`config.mk`:
```
export PLATFORM = sky130hd
export DESIGN_NAME = sgr_ctrl
export DESIGN_NICKNAME = d
export VERILOG_FILES = /design/src/sgr_pkg.sv /design/src/sgr_ctrl.sv
export SDC_FILE = /design/constraint.sdc
export NUM_CORES = 1
export LEC_CHECK = 0
export ABC_AREA = 1
export BUFFER_PORTS_ARGS = -buffer_cell sky130_fd_sc_hd__buf_2
export CAP_MARGIN = 20
export CORE_MARGIN = 3
export CORE_UTILIZATION = 51
export DETAILED_ROUTE_END_ITERATION = 8
export GPL_ROUTABILITY_DRIVEN = 0
export GPL_TIMING_DRIVEN = 0
export PLACE_DENSITY = 0.86
export SLEW_MARGIN = 25
export SYNTH_ARGS = -nofsm -noshare
export SYNTH_HDL_FRONTEND = slang
export SYNTH_SLANG_ARGS = --single-unit
```
`constraint.sdc`:
```
create_clock -name clock -period 2.39 [get_ports clock]
set_input_delay 0.1195 -clock clock [delete_from_list [all_inputs] [get_ports clock]]
set_output_delay 0.1195 -clock clock [all_outputs]
set_load 0.05 [all_outputs]
```
`src/sgr_pkg.sv`:
```
// Shared constants, types and control struct for the slew guided requantizer
package sgr_pkg;

   localparam int SAMPLE_W    = 24;
   localparam int SCALE_W     = 40;
   localparam int RECIP_W     = 30;
   localparam int DEPTH_W     = 7;
   localparam int HIST_W      = 25;
   localparam int CSR_IDX_W   = 2;

   localparam int MAX_HISTORY  = 98;
   localparam int HIST_ENTRIES = MAX_HISTORY + 1;
   localparam int HIST_AW      = $clog2(HIST_ENTRIES);

   // sample Q1.23 times scale Q24.16 leaves 39 fraction bits
   localparam int QSHIFT     = 39;
   // output: chosen * recip / 2^9, rounded half up
   localparam int OUT_SHIFT  = 9;
   localparam int ROUND_BIAS = 1 << (OUT_SHIFT - 1);

   localparam int HIST_MAX = (1 << (HIST_W - 1)) - 1;
   localparam int HIST_MIN = -(1 << (HIST_W - 1));
   localparam int OUT_MAX  = (1 << (SAMPLE_W - 1)) - 1;
   localparam int OUT_MIN  = -(1 << (SAMPLE_W - 1));

   localparam logic [DEPTH_W-1:0] DEPTH_MIN = DEPTH_W'(3);
   localparam logic [DEPTH_W-1:0] DEPTH_MAX = DEPTH_W'(MAX_HISTORY);

   localparam logic [SCALE_W-1:0] SCALE_RST = SCALE_W'(1) << (SCALE_W - 1);
   localparam logic [RECIP_W-1:0] RECIP_RST = RECIP_W'(512);
   localparam logic [DEPTH_W-1:0] DEPTH_RST = DEPTH_W'(17);

   typedef enum logic [CSR_IDX_W-1:0] {
      CSR_SCALE = 2'd0,
      CSR_RECIP = 2'd1,
      CSR_DEPTH = 2'd2
   } csr_idx_type;

   typedef enum logic [2:0] {
      ST_CLEAR,
      ST_IDLE,
      ST_READ,
      ST_SHIFT,
      ST_LAST,
      ST_COMMIT
   } sgr_state_type;

   typedef enum logic [1:0] {
      WR_ZERO,
      WR_SHIFT,
      WR_NEW
   } wr_sel_type;

   typedef struct packed {
      logic               ld_x;
      logic               ld_hd;
      logic               commit;
      logic               wr_en;
      wr_sel_type         wr_sel;
      logic [HIST_AW-1:0] wr_addr;
      logic [HIST_AW-1:0] rd_addr;
   } sgr_ctl_type;

endpackage

```
`src/sgr_ctrl.sv`:
```
// Sequencer: history clear sweep, per-item read, in-place shift and commit
module sgr_ctrl (
   input  logic                          clock,
   input  logic                          reset,
   input  logic                          req_valid,
   input  logic                          out_free,
   input  logic [sgr_pkg::HIST_AW-1:0]   depth_addr,
   input  logic [sgr_pkg::HIST_AW-1:0]   shift_top,
   output logic                          req_stall,
   output sgr_pkg::sgr_ctl_type          ctl
);
   import sgr_pkg::*;

   localparam logic [HIST_AW-1:0] LAST_ENTRY = HIST_AW'(HIST_ENTRIES - 1);

   sgr_state_type      state_ff, state_in;
   logic [HIST_AW-1:0] idx_ff, idx_in;
   logic               first_ff, first_in;

   always_ff @(posedge clock) begin
      if (reset) begin
         state_ff <= ST_CLEAR;
         idx_ff   <= '0;
         first_ff <= 1'b0;
      end else begin
         state_ff <= state_in;
         idx_ff   <= idx_in;
         first_ff <= first_in;
      end
   end

   always_comb begin
      state_in    = state_ff;
      idx_in      = idx_ff;
      first_in    = first_ff;
      req_stall   = 1'b1;
      ctl.ld_x    = 1'b0;
      ctl.ld_hd   = 1'b0;
      ctl.commit  = 1'b0;
      ctl.wr_en   = 1'b0;
      ctl.wr_sel  = WR_ZERO;
      ctl.wr_addr = idx_ff;
      ctl.rd_addr = idx_ff;
      case (state_ff)
         ST_CLEAR: begin
            ctl.wr_en = 1'b1;
            if (idx_ff == LAST_ENTRY) begin
               idx_in   = '0;
               state_in = ST_IDLE;
            end else begin
               idx_in = idx_ff + HIST_AW'(1);
            end
         end
         ST_IDLE: begin
            req_stall = 1'b0;
            if (req_valid) begin
               ctl.ld_x = 1'b1;
               state_in = ST_READ;
            end
         end
         ST_READ: begin
            // fetch h[d] before the shift touches it
            ctl.rd_addr = depth_addr;
            idx_in      = shift_top - HIST_AW'(1);
            first_in    = 1'b1;
            state_in    = ST_SHIFT;
         end
         ST_SHIFT: begin
            // read entry i-1, write it to entry i once the registered read data returns
            ctl.ld_hd   = first_ff;
            ctl.wr_en   = !first_ff;
            ctl.wr_sel  = WR_SHIFT;
            ctl.wr_addr = idx_ff + HIST_AW'(2);
            first_in    = 1'b0;
            if (idx_ff == '0) begin
               state_in = ST_LAST;
            end else begin
               idx_in = idx_ff - HIST_AW'(1);
            end
         end
         ST_LAST: begin
            ctl.wr_en   = 1'b1;
            ctl.wr_sel  = WR_SHIFT;
            ctl.wr_addr = HIST_AW'(1);
            state_in    = ST_COMMIT;
         end
         ST_COMMIT: begin
            if (out_free) begin
               ctl.commit  = 1'b1;
               ctl.wr_en   = 1'b1;
               ctl.wr_sel  = WR_NEW;
               ctl.wr_addr = '0;
               state_in    = ST_IDLE;
            end
         end
         default: begin
            state_in = ST_IDLE;
         end
      endcase
   end

endmodule

```
Yosys cells after proc, flatten, opt, wreduce, memory -nomap -nowiden. Cells that the tools add are included.

Add/sub/neg operators: 4. Equal/unequal tests: 11. Multiplexer cells: 18. Reduce and logical (&&, ||, !) cells: 8.

Operators by type and width (count): 9-bit one-hot mux with 3 select lines (1); 7-bit two-way mux (3); 7-bit one-hot mux with 3 select lines (1); 3-bit one-hot mux with 6 select lines (1); 7-bit by 1-bit subtractor with 7-bit output, second input constant (2); 3-bit two-way mux (4); 11-bit two-way mux (1); 2-bit inequality test, second input constant (5); 7-bit by 1-bit adder with 7-bit output, second input constant (1); 7-bit by 2-bit adder with 7-bit output, second input constant (1); 7-bit equality test, second input constant (1); 7-bit zero test (1); 3-bit by 2-bit equality test with 1-bit output, second input constant (2); 3-bit equality test, second input constant (2); 1-bit two-way mux (5); 4-bit AND reduction (1); 3-bit by 1-bit equality test with 1-bit output, second input constant (1); 3-bit zero test (1); 1-bit one-hot mux with 3 select lines (1); 3-bit nonzero test (1); 1-bit one-hot mux with 2 select lines (1); 2-bit AND reduction (1); 2-bit nonzero test (1); 2-bit OR reduction (1); 1-bit zero test (1).

Flip-flop bits (word level): 11. Bits of input ports: 18. Output and inout port bits: 21. Word-level logic and storage cells: 44.

Depth between registers and ports, before layout.
Depth after elaboration: 3. Gate-level depth with buffers: 12. Depth with buffers taken out: 12.

Least setup slack after synthesis. Ideal clock, no wire load.

Kind: reg2out. Start: reg state_ff[2]. End: out ctl[11] (netlist bit). Data arrival time: 2.102 ns. Required time: 2.271 ns. Slack: 0.168 ns. Cell stages (with the launch flop): 7. Path buffers: 0. Path through: dfxtp_1 inv_2 nor2_1 nand3_1 nand2_1 inv_1 o21ai_0.

RTL lines: start: declaration (RTL line sgr_ctrl.sv:16) `sgr_state_type state_ff, state_in;`; start signal: assignment (RTL line sgr_ctrl.sv:26) `state_ff <= state_in;`; end: declaration (RTL line sgr_ctrl.sv:10) `output sgr_pkg::sgr_ctl_type ctl`.

==> flow_summary.toml <==
[layout]
fin_util_pct = 66.78
final_nets = 286
drive_gt1_share_pct = 25.95
finalInstanceArea_sq_um = 1534
final_common_cell = "nand2_1"
fillers = 222
final_cell_mix = "nand2_1, buf_2, nor2_1, inv_1, a21oi_1"
area_growth_pct = 19.61
num_antenna_cells = 0

[power_and_ir_drop]
ir_drop_v = 0.0004922
finalPower_uw = 993.1
power_density_nw_per_um2 = 647.4
power_leakage_uw = 0.0008079

[critical_path]
cp-start-kind = "flip-flop"
endpoint_kind = "output pin"
critPathKind = "flip-flop to output pin"
arrival_ns = 1.96
crit_path_max_fanout = 10
crit_required_ns = 2.27

[synthesis]
yosysUniqueCellTypes = 30
synth-seq-area-share_pct = 17.17
ys_ff_latch = 11
syn_inst = 220
synthesis.area_sq_um = 1282
syn-num-nets = 243
synth.avg_cell_area_sq_um = 5.829
yosysWarnings = 0

[placed_design]
place.port_buffers = 38
dp_hpwl_um = 2749
place_area_sq_um = 1508

[floorplan]
num_rows = 17
die_y_um = 56.15
io_pins = 39
dieArea_sq_um = 3152
core-area_sq_um = 2297
start_util_pct = 55.83
die_x_um = 56.15

[sta]
hold_violations = 0
setup_viol = 0
finalCritPeriodShare_pct = 87.19
rsz0062_at_grt = "no"
max_clock_freq_ghz = 0.4799
final_max_slew_viol_count = 0
relSlewSlack_pct = 77.59
min_period_ns = 2.084
worst_pin_slew_ns = 0.3356
fin_worst_skew_ns = 0.01062
fin_setup_tns_ns = 0

[route]
drt_wl_total_um = 3487
drtIter0Drc = 65
dr.pass1.iters = 4
drc_errors = 0
vias = 1539
avgViaCountPerCell = 5.307
ant_nets = 0
routedWlPerCell_um = 12.02

[clocking]
cts_buffers = 3
hold_buffers = 0
clkTransAtPathRegs_ns = 0.08
cts_tree = "done"
clockRootBuffer = "clkbuf_4"
cts_sinks = 11
cts_max_path_buffers = 2
clk_latency_ns = 0.27
cts_setup_buffers = 0
h-tree-depth = 1
cts_resized = 0

[grt]
grt_pass1_wl_um = 6168
grt_pass1_vias = 1402
grt_overflow = 0
grtUsageTotal_pct = 24.04
antenna_found_initial = 0
grt_max_degree = 11

[min_path]
hold_path.class = "input port to flip-flop"

[flow_run]
cap_viol_max_count = 0

[status]
outcome = "finished, final reports clean"
-- cell families after synthesis --
logic type,share of synthesized area (%)
flops,17.17
fa+ha+maj,4.878
simple gates,40.78
compound gates,20.29
buf+inv,13.46
xor+xnor,3.414
-- cells in the mapped netlist --
| cell | number | area share [%] |
|---|---|---|
| inv_2 | 2 | 0.59 |
| a211oi_1 | 2 | 1.2 |
| nand2_1 | 46 | 13 |
| o21ai_1 | 6 | 2.3 |
| nand3_2 | 1 | 0.78 |
| a31oi_1 | 1 | 0.49 |
| nand2_2 | 8 | 3.9 |
| nor2_1 | 33 | 9.7 |
| nand3_4 | 1 | 1.4 |
| nor2_4 | 2 | 1.8 |
| ha_1 | 5 | 4.9 |
| o21ai_0 | 13 | 5.1 |
| clkbuf_2 | 1 | 0.39 |
| a22oi_1 | 1 | 0.59 |
| buf_8 | 1 | 1.2 |
| nor2_2 | 2 | 0.98 |
| inv_1 | 29 | 8.5 |
| a21oi_2 | 3 | 2.0 |
| nand4_1 | 3 | 1.5 |
| buf_4 | 2 | 1.2 |
| dfxtp_1 | 11 | 17 |
| nor3_1 | 4 | 1.6 |
| buf_2 | 2 | 0.78 |
| a21oi_1 | 16 | 6.2 |
| nand3_1 | 15 | 5.9 |
| buf_6 | 1 | 0.88 |
| xor2_1 | 5 | 3.4 |
| a211o_1 | 1 | 0.68 |
| o21ai_2 | 1 | 0.68 |
| o22ai_1 | 2 | 0.98 |
-- flip-flops by register name, indices dropped and copies added, names as in the netlist --
signal / flops
first_ff: 1
idx_ff: 7
state_ff: 3
-- power breakdown --
part / internal [uW] / switching, uW / leakage (uW)
Sequential: 213 / 37.9 / 0.0000895
Clock: 64.7 / 64.6 / 0.0000150
Combinational: 166 / 447 / 0.000703
Total: 444 / 549 / 0.000808
-- layout make-up --
| cell class | instances | area (sq um) | share of cell area, % |
|---|---|---|---|
| clock buffer | 4 | 26.28 | 1.713 |
| tap | 28 | 35.03 | 2.284 |
| sequential | 11 | 220.2 | 14.36 |
| timing repair buffer | 38 | 190.2 | 12.40 |
| inverter | 31 | 116.4 | 7.586 |
| multi-input combinational | 171 | 889.6 | 57.99 |
| buffer | 7 | 56.30 | 3.670 |
-- stage by stage --
step,hold slack [ns],cells,setup WS (ns)
global placement,0.3413,286,0.4642
CTS,0.05330,290,0.3133
detailed placement,0.3485,286,0.4776
global route,0.06837,290,0.1208
floorplan,0.1886,220,0.1685
finish,0.05761,290,0.3061
-- worst paths after layout --
check / slack (ns) / cells past startpoint / startpoint / end
worst min-delay path: 0.06 / 2 / reset / state_ff[2]$_SDFFE_PP0P_
worst max-delay path: 0.31 / 8 / state_ff[2]$_SDFFE_PP0P_ / ctl[3]
worst min register to register: 0.52 / 2 / first_ff$_SDFFE_PP0N_ / first_ff$_SDFFE_PP0N_
worst max register to register: 0.42 / 12 / state_ff[1]$_SDFFE_PP0P_ / idx_ff[6]$_SDFFE_PP0P_
-- per-layer routing --
metal  track usage [%]  up-vias  share of wire, %
met4             10.17        0               1.6
met2             36.89       71                44
met5                 0        -                 0
met3             3.712        7               9.4
li1                  -      797                 -
met1             33.01      664                45
-- critical path: stages (launching register included) --
cell and delay (ns):
dfxtp_1 0.41, inv_2 0.18, nand3_4 0.14, buf_8 0.18, nand2_2 0.13, buf_2 0.22
nor2_1 0.06, a21oi_1 0.10, buf_2 0.27
No activity file was read; power rests on OpenSTA's default activity.
